### config.mk
export PLATFORM = sky130hd
export DESIGN_NAME = sliding_window_critical_detector_unit
export DESIGN_NICKNAME = d
export VERILOG_FILES = /design/src/sv/swcd_pkg.sv /design/src/sv/swcd_cell.sv /design/src/sv/swcd_cfg.sv /design/src/sv/sliding_window_critical_detector_unit.sv
export SDC_FILE = /design/constraint.sdc
export NUM_CORES = 1
export LEC_CHECK = 0
export BUFFER_PORTS_ARGS = -buffer_cell sky130_fd_sc_hd__buf_4
export CAP_MARGIN = 20
export CELL_PAD_IN_SITES_DETAIL_PLACEMENT = 0
export CELL_PAD_IN_SITES_GLOBAL_PLACEMENT = 2
export CORE_AREA = 2 2 189 284
export CTS_CLUSTER_SIZE = 12
export DETAILED_ROUTE_END_ITERATION = 16
export DIE_AREA = 0 0 191 286
export PLACE_DENSITY = 0.84
export SYNTH_ARGS = -nofsm -noshare
export SYNTH_HDL_FRONTEND = slang
export SYNTH_HIERARCHICAL = 1
export SYNTH_SLANG_ARGS = --single-unit
export TNS_END_PERCENT = 50
### constraint.sdc
create_clock -name clk_i -period 5.6 [get_ports clk_i]
set_input_delay 0.28 -clock clk_i [delete_from_list [all_inputs] [get_ports clk_i]]
set_output_delay 0.28 -clock clk_i [all_outputs]
set_load 0.02 [all_outputs]
### src/sv/swcd_pkg.sv
`timescale 1ns / 1ps
`default_nettype none

package swcd_pkg;

  // Fixed widths of the item fields and the registers.
  localparam int unsigned SAMPLE_W  = 16;
  localparam int unsigned MINHIGH_W = 7;
  localparam int unsigned COUNT_W   = 32;

  // Default window length.
  localparam int unsigned WINDOW_LEN_DEF = 5;

  // Register file: four registers at byte addresses 0, 4, 8 and 12.
  localparam int unsigned APB_AW = 4;
  localparam int unsigned APB_DW = 32;

  localparam logic [1:0] REG_HIGH_THR = 2'd0;
  localparam logic [1:0] REG_MAX_THR  = 2'd1;
  localparam logic [1:0] REG_AVG_THR  = 2'd2;
  localparam logic [1:0] REG_MIN_HIGH = 2'd3;

  // Reset values of the registers.
  localparam logic signed [SAMPLE_W-1:0] HIGH_THR_RST = 16'sd100;
  localparam logic signed [SAMPLE_W-1:0] MAX_THR_RST  = 16'sd150;
  localparam logic signed [SAMPLE_W-1:0] AVG_THR_RST  = 16'sd90;
  localparam logic [MINHIGH_W-1:0]       MIN_HIGH_RST = 7'd3;

  // One input item.
  typedef struct packed {
    logic signed [SAMPLE_W-1:0] reading;
    logic                       last;
  } in_item_t;

  // One result item.
  typedef struct packed {
    logic               window_full;
    logic               window_critical;
    logic [COUNT_W-1:0] critical_count;
    logic               sequence_done;
  } out_item_t;

  // All configuration registers.
  typedef struct packed {
    logic signed [SAMPLE_W-1:0] high_thr;
    logic signed [SAMPLE_W-1:0] max_thr;
    logic signed [SAMPLE_W-1:0] avg_thr;
    logic [MINHIGH_W-1:0]       min_high;
  } cfg_t;

  // Thresholds that every cell compares its sample against.
  typedef struct packed {
    logic signed [SAMPLE_W-1:0] high_thr;
    logic signed [SAMPLE_W-1:0] max_thr;
  } thr_t;

endpackage

`default_nettype wire

### src/sv/swcd_cell.sv
`timescale 1ns / 1ps
`default_nettype none

module swcd_cell #(
  parameter int unsigned CNT_W = 3
) (
  input  wire logic                                 clk_i,
  input  wire logic                                 rst_ni,
  input  wire logic                                 shift_i,
  input  wire logic                                 clear_i,
  input  wire logic signed [swcd_pkg::SAMPLE_W-1:0] sample_i,
  input  wire logic                                 valid_i,
  input  wire swcd_pkg::thr_t                       thr_i,
  input  wire logic [CNT_W-1:0]                     hacc_i,
  input  wire logic [CNT_W-1:0]                     eacc_i,
  output logic signed [swcd_pkg::SAMPLE_W-1:0]      sample_o,
  output logic                                      valid_o,
  output logic                                      hi_o,
  output logic                                      ex_o,
  output logic [CNT_W-1:0]                          hacc_o,
  output logic [CNT_W-1:0]                          eacc_o
);

  import swcd_pkg::*;

  logic signed [SAMPLE_W-1:0] sample_q;
  logic                       valid_q;
  logic [CNT_W-1:0]           hacc_q;
  logic [CNT_W-1:0]           eacc_q;

  // Sample slot: takes the neighbor's sample whenever the window moves.
  always_ff @(posedge clk_i) begin
    if (shift_i) begin
      sample_q <= sample_i;
    end
  end

  // Occupancy of the slot; a finished sequence empties the whole row.
  always_ff @(posedge clk_i or negedge rst_ni) begin
    if (!rst_ni) begin
      valid_q <= 1'b0;
    end else if (clear_i) begin
      valid_q <= 1'b0;
    end else if (shift_i) begin
      valid_q <= valid_i;
    end
  end

  // Flags of the stored sample against the current thresholds.
  assign hi_o = valid_q && (sample_q >= thr_i.high_thr);
  assign ex_o = valid_q && (sample_q > thr_i.max_thr);

  // Running tallies that ripple down the row one cell per cycle. Once the
  // tallies have rippled through every cell of a still row, the last cell
  // holds the full high and excess counts.
  always_ff @(posedge clk_i or negedge rst_ni) begin
    if (!rst_ni) begin
      hacc_q <= '0;
      eacc_q <= '0;
    end else begin
      hacc_q <= hacc_i + CNT_W'(hi_o);
      eacc_q <= eacc_i + CNT_W'(ex_o);
    end
  end

  assign sample_o = sample_q;
  assign valid_o  = valid_q;
  assign hacc_o   = hacc_q;
  assign eacc_o   = eacc_q;

endmodule

`default_nettype wire

### src/sv/swcd_cfg.sv
`timescale 1ns / 1ps
`default_nettype none

module swcd_cfg (
  input  wire logic                           clk_i,
  input  wire logic                           rst_ni,
  input  wire logic                           psel,
  input  wire logic                           penable,
  input  wire logic                           pwrite,
  input  wire logic [swcd_pkg::APB_AW-1:0]    paddr,
  input  wire logic [swcd_pkg::APB_DW-1:0]    pwdata,
  output logic [swcd_pkg::APB_DW-1:0]         prdata,
  output logic                                pready,
  output swcd_pkg::cfg_t                      cfg_o,
  output logic                                wr_o
);

  import swcd_pkg::*;

  cfg_t       cfg_q;
  logic       wr;
  logic [1:0] idx;

  assign pready = 1'b1;
  assign idx    = paddr[3:2];
  assign wr     = psel && penable && pwrite && pready;

  // Register writes.
  always_ff @(posedge clk_i or negedge rst_ni) begin
    if (!rst_ni) begin
      cfg_q.high_thr <= HIGH_THR_RST;
      cfg_q.max_thr  <= MAX_THR_RST;
      cfg_q.avg_thr  <= AVG_THR_RST;
      cfg_q.min_high <= MIN_HIGH_RST;
    end else if (wr) begin
      unique case (idx)
        REG_HIGH_THR: cfg_q.high_thr <= pwdata[SAMPLE_W-1:0];
        REG_MAX_THR:  cfg_q.max_thr  <= pwdata[SAMPLE_W-1:0];
        REG_AVG_THR:  cfg_q.avg_thr  <= pwdata[SAMPLE_W-1:0];
        REG_MIN_HIGH: cfg_q.min_high <= pwdata[MINHIGH_W-1:0];
        default:      cfg_q.min_high <= cfg_q.min_high;
      endcase
    end
  end

  // Register reads; the signed thresholds come back sign extended and the
  // high count zero extended.
  always_comb begin
    unique case (idx)
      REG_HIGH_THR: prdata = APB_DW'(cfg_q.high_thr);
      REG_MAX_THR:  prdata = APB_DW'(cfg_q.max_thr);
      REG_AVG_THR:  prdata = APB_DW'(cfg_q.avg_thr);
      REG_MIN_HIGH: prdata = APB_DW'(cfg_q.min_high);
      default:      prdata = '0;
    endcase
  end

  assign cfg_o = cfg_q;
  assign wr_o  = wr;

endmodule

`default_nettype wire

### src/sv/sliding_window_critical_detector_unit.sv
`timescale 1ns / 1ps
`default_nettype none

// Sliding-window critical detector. Takes one signed reading per cycle and
// returns one result item per reading in the next cycle, through an output
// register. The last WINDOW_LEN readings sit in a row of cells that shifts on
// every accepted item; the window sum and the high and excess counts are
// kept incrementally, so a new item can enter every cycle. A full window is
// critical when at least min_high_count readings are at or above the high
// limit, none is above the ceiling and the sum is at least the average limit
// times WINDOW_LEN. An item with last set ends the sequence and empties the
// window and the count. The input stalls while a result waits on a stalled
// output. After every register write the counts are rebuilt by letting
// tallies ripple through the row: the input stalls after the write until
// the recount timer has run out.
module sliding_window_critical_detector_unit #(
  parameter int unsigned WINDOW_LEN = swcd_pkg::WINDOW_LEN_DEF
) (
  input  wire logic                          clk_i,
  input  wire logic                          rst_ni,
  // Input channel.
  input  wire logic                          in_valid_i,
  output logic                               in_stall_o,
  input  wire swcd_pkg::in_item_t            in_data_i,
  // Output channel.
  output logic                               out_valid_o,
  input  wire logic                          out_stall_i,
  output swcd_pkg::out_item_t                out_data_o,
  // Configuration port.
  input  wire logic                          psel,
  input  wire logic                          penable,
  input  wire logic                          pwrite,
  input  wire logic [swcd_pkg::APB_AW-1:0]   paddr,
  input  wire logic [swcd_pkg::APB_DW-1:0]   pwdata,
  output logic [swcd_pkg::APB_DW-1:0]        prdata,
  output logic                               pready
);

  import swcd_pkg::*;

  localparam int unsigned CntW = $clog2(WINDOW_LEN + 1);
  localparam int unsigned CmpW = (CntW > MINHIGH_W) ? CntW : MINHIGH_W;
  localparam int unsigned SumW = SAMPLE_W + $clog2(WINDOW_LEN);
  localparam int unsigned RcW  = $clog2(WINDOW_LEN + 2);

  cfg_t cfg;
  logic cfg_wr;
  thr_t thr;

  // Configuration registers.
  swcd_cfg u_cfg (
    .clk_i   (clk_i),
    .rst_ni  (rst_ni),
    .psel    (psel),
    .penable (penable),
    .pwrite  (pwrite),
    .paddr   (paddr),
    .pwdata  (pwdata),
    .prdata  (prdata),
    .pready  (pready),
    .cfg_o   (cfg),
    .wr_o    (cfg_wr)
  );

  assign thr = {cfg.high_thr, cfg.max_thr};

  // Handshakes.
  logic in_acc;
  logic out_free;
  logic busy;
  logic out_valid_q;

  assign out_free   = !out_valid_q || !out_stall_i;
  assign in_stall_o = busy || !out_free;
  assign in_acc     = in_valid_i && !in_stall_o;

  // Row of window cells.
  logic signed [SAMPLE_W-1:0] cell_smp [WINDOW_LEN];
  logic                       cell_vld [WINDOW_LEN];
  logic                       cell_hi  [WINDOW_LEN];
  logic                       cell_ex  [WINDOW_LEN];
  logic [CntW-1:0]            cell_ha  [WINDOW_LEN];
  logic [CntW-1:0]            cell_ea  [WINDOW_LEN];
  logic                       clear;

  assign clear = in_acc && in_data_i.last;

  for (genvar i = 0; i < WINDOW_LEN; i++) begin : g_cell
    if (i == 0) begin : g_head
      swcd_cell #(
        .CNT_W (CntW)
      ) u_cell (
        .clk_i    (clk_i),
        .rst_ni   (rst_ni),
        .shift_i  (in_acc),
        .clear_i  (clear),
        .sample_i (in_data_i.reading),
        .valid_i  (1'b1),
        .thr_i    (thr),
        .hacc_i   ({CntW{1'b0}}),
        .eacc_i   ({CntW{1'b0}}),
        .sample_o (cell_smp[i]),
        .valid_o  (cell_vld[i]),
        .hi_o     (cell_hi[i]),
        .ex_o     (cell_ex[i]),
        .hacc_o   (cell_ha[i]),
        .eacc_o   (cell_ea[i])
      );
    end else begin : g_body
      swcd_cell #(
        .CNT_W (CntW)
      ) u_cell (
        .clk_i    (clk_i),
        .rst_ni   (rst_ni),
        .shift_i  (in_acc),
        .clear_i  (clear),
        .sample_i (cell_smp[i-1]),
        .valid_i  (cell_vld[i-1]),
        .thr_i    (thr),
        .hacc_i   (cell_ha[i-1]),
        .eacc_i   (cell_ea[i-1]),
        .sample_o (cell_smp[i]),
        .valid_o  (cell_vld[i]),
        .hi_o     (cell_hi[i]),
        .ex_o     (cell_ex[i]),
        .hacc_o   (cell_ha[i]),
        .eacc_o   (cell_ea[i])
      );
    end
  end

  // The window is full after this item when the slot feeding the last cell
  // already holds a reading.
  logic full_next;

  if (WINDOW_LEN == 1) begin : g_full_one
    assign full_next = 1'b1;
  end else begin : g_full_row
    assign full_next = cell_vld[WINDOW_LEN-2];
  end

  // Window aggregates.
  logic signed [SumW-1:0] sum_q, sum_d;
  logic [CntW-1:0]        hi_q, hi_d;
  logic [CntW-1:0]        ex_q, ex_d;
  logic [COUNT_W-1:0]     tot_q, tot_d;
  logic [RcW-1:0]         rc_q;
  logic                   new_hi, new_ex;
  logic signed [SumW-1:0] old_smp;
  logic signed [SumW-1:0] avg_n;
  logic                   crit;

  assign busy   = (rc_q != '0);
  assign new_hi = in_data_i.reading >= cfg.high_thr;
  assign new_ex = in_data_i.reading > cfg.max_thr;

  // The reading that drops out of the window, zero while the slot is empty.
  assign old_smp = cell_vld[WINDOW_LEN-1] ? SumW'(cell_smp[WINDOW_LEN-1]) : '0;

  assign sum_d = sum_q + SumW'(in_data_i.reading) - old_smp;
  assign hi_d  = hi_q + CntW'(new_hi) - CntW'(cell_hi[WINDOW_LEN-1]);
  assign ex_d  = ex_q + CntW'(new_ex) - CntW'(cell_ex[WINDOW_LEN-1]);

  // Exact integer form of the average test.
  assign avg_n = SumW'(cfg.avg_thr) * $signed(SumW'(WINDOW_LEN));

  assign crit = full_next
             && (CmpW'(hi_d) >= CmpW'(cfg.min_high))
             && (ex_d == '0)
             && (sum_d >= avg_n);

  assign tot_d = (crit && (tot_q != '1)) ? tot_q + COUNT_W'(1) : tot_q;

  // Aggregate registers: updated per item, cleared at the end of a sequence,
  // and reloaded from the tail of the row once a recount has settled.
  always_ff @(posedge clk_i or negedge rst_ni) begin
    if (!rst_ni) begin
      sum_q <= '0;
      hi_q  <= '0;
      ex_q  <= '0;
      tot_q <= '0;
    end else if (in_acc) begin
      if (in_data_i.last) begin
        sum_q <= '0;
        hi_q  <= '0;
        ex_q  <= '0;
        tot_q <= '0;
      end else begin
        sum_q <= sum_d;
        hi_q  <= hi_d;
        ex_q  <= ex_d;
        tot_q <= tot_d;
      end
    end else if (rc_q == RcW'(1)) begin
      hi_q <= cell_ha[WINDOW_LEN-1];
      ex_q <= cell_ea[WINDOW_LEN-1];
    end
  end

  // Recount timer: a register write restarts it, and the input waits until
  // the tallies have rippled through every cell.
  always_ff @(posedge clk_i or negedge rst_ni) begin
    if (!rst_ni) begin
      rc_q <= '0;
    end else if (cfg_wr) begin
      rc_q <= RcW'(WINDOW_LEN + 1);
    end else if (rc_q != '0) begin
      rc_q <= rc_q - RcW'(1);
    end
  end

  // Output register.
  out_item_t out_q;

  always_ff @(posedge clk_i or negedge rst_ni) begin
    if (!rst_ni) begin
      out_valid_q <= 1'b0;
    end else if (in_acc) begin
      out_valid_q <= 1'b1;
    end else if (!out_stall_i) begin
      out_valid_q <= 1'b0;
    end
  end

  always_ff @(posedge clk_i) begin
    if (in_acc) begin
      out_q.window_full     <= full_next;
      out_q.window_critical <= crit;
      out_q.critical_count  <= tot_d;
      out_q.sequence_done   <= in_data_i.last;
    end
  end

  assign out_valid_o = out_valid_q;
  assign out_data_o  = out_q;

endmodule

`default_nettype wire
======== Word level (Yosys, flattened, before mapping) ========
Index checks and enable logic that the tools add are counted.
operators by class
  reductions and logical operators ........ 34
  multipliers ............................. 1
  equality and inequality tests ........... 6
  add/sub/neg operators ................... 16
  muxes and demuxes ....................... 25
  order comparisons ....................... 14
operators by type and width
  cell                   number
  $pmux 32 s4            1
  $ge 16x16->1           6
  $gt 16x16->1           6
  $mux 32                2
  $mux 19                2
  $add 32x1->32 const B  1
  $ne 32x32->1 const B   1
  $add 3x1->3            8
  $mux 3                 8
  $add 19x16->19         1
  $ge 19x19->1           1
  $mul 16x4->19 const B  1
  $sub 19x19->19         1
  $logic_and 1x1->1      18
  $mux 1                 12
  $reduce_and 2->1       4
  $ge 3x7->1             1
  $reduce_bool 2->1      3
  $sub 3x1->3            2
  $add 1x1->2            2
  $eq 2x2->1 const B     2
  $logic_not 1->1        4
  $eq 3x1->1 const B     1
  $logic_not 3->1        1
  6 further kinds        7
word-level totals
  word-level logic and storage cells ...... 130
  input port bits ......................... 60
  flip-flop bits (word level) ............. 262
  output and inout port bits .............. 70

======== Longest topological paths before layout ========
  word-level depth ........................ 10
  depth in mapped cells ................... 26
  gate-level depth less buffers ........... 24

======== Modules after synthesis ========
The synthesis kept the hierarchy.
by module, submodules not included
  module                                 instances  cells an instance  sequential area each (um2)  area each (um2)
  sliding_window_critical_detector_unit  1          949                2577.5                      8478.1
  swcd_cell                              5          151                655.6                       1587.8
  swcd_cfg                               1          178                1392.6                      2711.4

======== Worst setup path after synthesis ========
OpenSTA, ideal clock, no wires.
  kind .................................... register -> register
  from .................................... register rc_q[0]
  to ...................................... register g_cell[1].g_body.u_cell.valid_q
  path buffers ............................ 1
  data required time ...................... 5467 ps
  cell stages (with the launch flop) ...... 9
  setup time .............................. 133 ps
  arrival ................................. 5124 ps
  period minus slack after synthesis ...... 5256 ps
  setup slack ............................. 344 ps
  path through ............................ dfrtp_1 > inv_1 > ha_1 > nor2b_1 > nand3_1 > inv_1 > clkbuf_1 > mux2i_1 > nor2_1
between the ends
  cells in the longest elaborated chain, start to end .. 6
  elaborated cells on any way between the ends .. 7
  classes of those cells .................. 1 x mux; 6 x reduce/logical
RTL lines
  element                                             line                                          RTL
  start: declaration                                  sliding_window_critical_detector_unit.sv:147  logic [RcW-1:0] rc_q;
  start signal: assignment                            sliding_window_critical_detector_unit.sv:206  rc_q <= RcW'(WINDOW_LEN + 1);
  start signal: assignment                            sliding_window_critical_detector_unit.sv:208  rc_q <= rc_q - RcW'(1);
  $reduce_bool 3->1 (*)                               sliding_window_critical_detector_unit.sv:153  assign busy = (rc_q != '0);
  $logic_or 1x1->1 (*)                                sliding_window_critical_detector_unit.sv:74   assign in_stall_o = busy || !out_free;
  $logic_not 1->1 (*)                                 sliding_window_critical_detector_unit.sv:75   assign in_acc = in_valid_i && !in_stall_o;
  $logic_and 1x1->1 (*)                               sliding_window_critical_detector_unit.sv:75
  net in_acc                                          sliding_window_critical_detector_unit.sv:68   logic in_acc;
  $logic_and 1x1->1                                   sliding_window_critical_detector_unit.sv:86   assign clear = in_acc && in_data_i.last;
  $mux 1 / $reduce_bool 2->1 (equally long branches)  --
  end signal: assignment                              swcd_cell.sv:45                               valid_q <= valid_i;
  end: declaration                                    swcd_cell.sv:27                               logic valid_q;
The timed path passes the listed nets; every way through them passes the cells marked *.
A chain may end at the register's enable or synchronous reset.

==> flow_metrics.py <==
metrics = {
    "run_status": {
        "status": "finished, final reports clean",
    },
    "placement": {
        "dp_slack_ps": 138,
        "placed_area_um2": 20900,
        "place_inst": 2672,
        "gp_congestion": 0.833,
        "detailed_place_hpwl_mm": 42.2,
        "port_buffers": 110,
    },
    "global_routing": {
        "grt_use_met1_pct": 21.7,
        "track_usage_pct": 19.9,
        "grt_pass1_vias": 15100,
        "use_met2_pct": 37.0,
        "antenna_found_initial": 1,
        "gr-usage-met3_pct": 2.16,
        "grt_overflow_total": 0,
        "grt_max_degree": 85,
        "busiest_layer": "met2",
        "grt_pass1_wl_mm": 83.3,
    },
    "pwr": {
        "finalPower_mw": 10.4,
        "irDropWorstVdd_v": 0.000428,
        "power.density_nw_per_um2": 467,
        "p_leak_nw": 10.3,
    },
    "critical_path": {
        "crit_chain": "inv_1 > ha_1 > a21oi_1 > o21ai_0 > a311o_1 > nor3_1 > mux2_2 > ha_1 > inv_1 > ha_1 > inv_1 > fa_1 > xnor2_1 > xnor2_1 > ha_1 > nor2b_1 > o2111ai_2 > buf_4 > nor4_4 > buf_4 > nand3_2 > o41ai_2 > o21bai_1",
        "start_kind": "flop",
        "cp_common_cell": "ha_1",
        "worstSetupPathType": "flop to flop",
        "cp_slowest_cell": "dfrtp_1",
        "crit_arrival_ps": 5860,
        "critPathCaptureType": "flop",
        "required_ps": 6090,
        "critical_path.max_fanout": 6,
        "max_stage_delay_ps": 450,
    },
    "timing": {
        "hold_slack_ps": 69.3,
        "fin_crit_sh_pct": 95.9,
        "finalSetupViolCount": 0,
        "rsz0062_at_grt": "false",
        "max_freq_mhz": 186,
        "worstMarginPinSlew_ps": 919,
        "hold_violations": 0,
        "setup-tns-final_ps": 0,
        "layout_setup_ws_ps": 230,
        "relSlewSlack_pct": 38.7,
        "min_period_ps": 5370,
        "maxSlewViolCount": 0,
        "clock_skew_ps": 11.6,
    },
    "synthesis": {
        "synth_top_area_cell": "ha_1",
        "synth.most_common_cell": "inv_1",
        "synth.distinct_cells": 79,
        "synth_commonest_cells": "297 x inv_1, 291 x ha_1, 144 x nand2_1",
        "synth_edf_count": 115,
        "synth.avg_cell_area_um2": 10.2,
        "synth.ff_latch_count": 266,
        "synthTopCellsByArea": "ha_1 19%, dfrtp_1 18%, edfxtp_1 18%",
        "synth_area_um2": 19100,
        "synth_top_flop_cell": "dfrtp_1",
        "synthCells": 1882,
        "synth.top_cell.area_share_pct": 19.0,
        "yosysSeqAreaShare_pct": 37.9,
        "yosys_warnings": 6,
        "async_flop_share_pct": 56.8,
    },
    "clocking": {
        "cts.sinks": 266,
        "path_clk_slew_ps": 60,
        "cts_made_buffers": 29,
        "clk_latency_ps": 570,
        "ctsHtreeMaxLevel": 1,
        "cts_root_buf": "clkbuf_16",
        "cts_tree": "done",
        "cts_buffer_depth": 3,
    },
    "die": {
        "floorplan.initialDensity_pct": 36.6,
        "rows": 103,
        "die_w_um": 191,
        "die_y_um": 286,
        "dieArea_um2": 54600,
        "core_um2": 52200,
        "num_io_pins": 130,
    },
    "drt": {
        "drt-initial-drc-count": 634,
        "ant_nets": 0,
        "routedWlPerCell_um": 19.7,
        "drc_errors": 0,
        "dr.pass1.iters": 5,
        "route.vias.total": 14500,
        "via_per_inst": 5.26,
        "routed_wl_mm": 54.4,
    },
    "layout": {
        "finish.instance_area_um2": 22300,
        "finalNonFillerCells": 2763,
        "diodes": 0,
        "syn_to_final_growth_pct": 16.6,
        "drive_above_1_share_pct": 15.8,
        "fillers": 5053,
        "final_nets": 2430,
        "final_util_pct": 42.7,
    },
    "run": {
        "maxCapViolCount": 0,
    },
    "hold_path": {
        "hold_path.class": "primary input to flop",
    },
}
critical path: cells and delay by family (launching register included):
| kind | cells | cell delay, ps |
|---|---|---|
| DFF | 1 | 450 |
| and+or+nand+nor | 4 | 830 |
| AOI/OAI and AO/OA | 6 | 1290 |
| buffers and inverters | 5 | 570 |
| adders and majority gates | 5 | 1410 |
| muxes | 1 | 430 |
| xor gates and xnor gates | 2 | 300 |
cells by family (layout without fill, tap and decap cells):
logic type                 Yosys count  after routing  synth area share, %
muxes                               90             90                 5.96
DFF                                266            266                 37.9
AOI/OAI and AO/OA                  365            365                 12.4
other                                3              8               0.0589
and+or+nand+nor                    418            418                 11.4
xor gates and xnor gates            75             75                 3.43
buffers and inverters              353            547                 7.63
adders and majority gates          312            312                 21.2
layout by cell type (no fill, tap or decap), types with 36 or more instances in the layout:
| cell type | instances |
|---|---|
| xnor2_1 | 41 |
| a21oi_1 | 85 |
| inv_1 | 296 |
| nand2_1 | 144 |
| dfrtp_1 | 138 |
| ha_1 | 291 |
| mux2_2 | 37 |
| nor2_1 | 61 |
| nand4_1 | 36 |
| o21ai_0 | 92 |
| edfxtp_1 | 115 |
| buf_4 | 158 |
repair_timing:
item,4_1_cts,5_1_grt
endpoints found under the setup margin,0,59
gates resized for setup,0,14
buffers inserted,0,2
hold endpoints to repair,144,0
hold buffers,32,0
per-layer routing:
layer  routed length, um  vias to the layer above  part of all wire, %
met5                  13                        -                0.024
met4                3260                        2                  6.0
met3                1650                      140                  3.0
met2               28700                      320                   53
met1               20800                     7084                   38
li1                    -                     6999                    -
worst paths after layout:
check | cells past startpoint | slack, ps | startpoint | to
min reg2reg | 1 | 430 | g_cell[3].g_body.u_cell/eacc_o[2] | g_cell[4].g_body.u_cell/eacc_o[2]
min in group asynchronous | 2 | 370 | rst_ni | sum_q[16]
min | 2 | 70 | in_data_i[10] | g_cell[0].g_head.u_cell/sample_o[9]
max | 23 | 230 | u_cfg/cfg_o[50] | tot_q[26]
max in group asynchronous | 3 | 3690 | rst_ni | tot_q[10]
max reg2reg | 23 | 230 | u_cfg/cfg_o[50] | tot_q[26]
registers in the layout, summed over array words and instances (netlist names):
signal,flops
ex_q,3
g_cell.g_body.u_cell/eacc_o,12
g_cell.g_body.u_cell/hacc_o,12
g_cell.g_body.u_cell/sample_o,64
g_cell.g_body.u_cell/valid_o,4
g_cell.g_head.u_cell/eacc_o,3
g_cell.g_head.u_cell/hacc_o,3
g_cell.g_head.u_cell/sample_o,16
g_cell.g_head.u_cell/valid_o,1
hi_q,3
out_data_o,35
out_valid_o,1
rc_q,3
sum_q,19
tot_q,32
u_cfg/cfg_o,55
where the power goes:
part | leakage (nW) | total (mW) | switching, mW | internal, mW
clock | 0.468 | 1.98 | 0.835 | 1.14
combinational | 6.92 | 5.62 | 3.26 | 2.36
sequential | 2.95 | 2.82 | 0.331 | 2.49
total | 10.3 | 10.4 | 4.42 | 6.00
final cells by class:
type / instances / area, um2 / area share, %
clock buffers: 48 / 901 / 4.04
multi-input cells: 1268 / 10500 / 47.1
inverters: 297 / 1120 / 5.02
well taps: 682 / 853 / 3.83
clock inverters: 6 / 61.3 / 0.275
repair buffers: 196 / 1620 / 7.27
flip-flops and latches: 266 / 7250 / 32.5
Power figures use the tool's default switching activity.
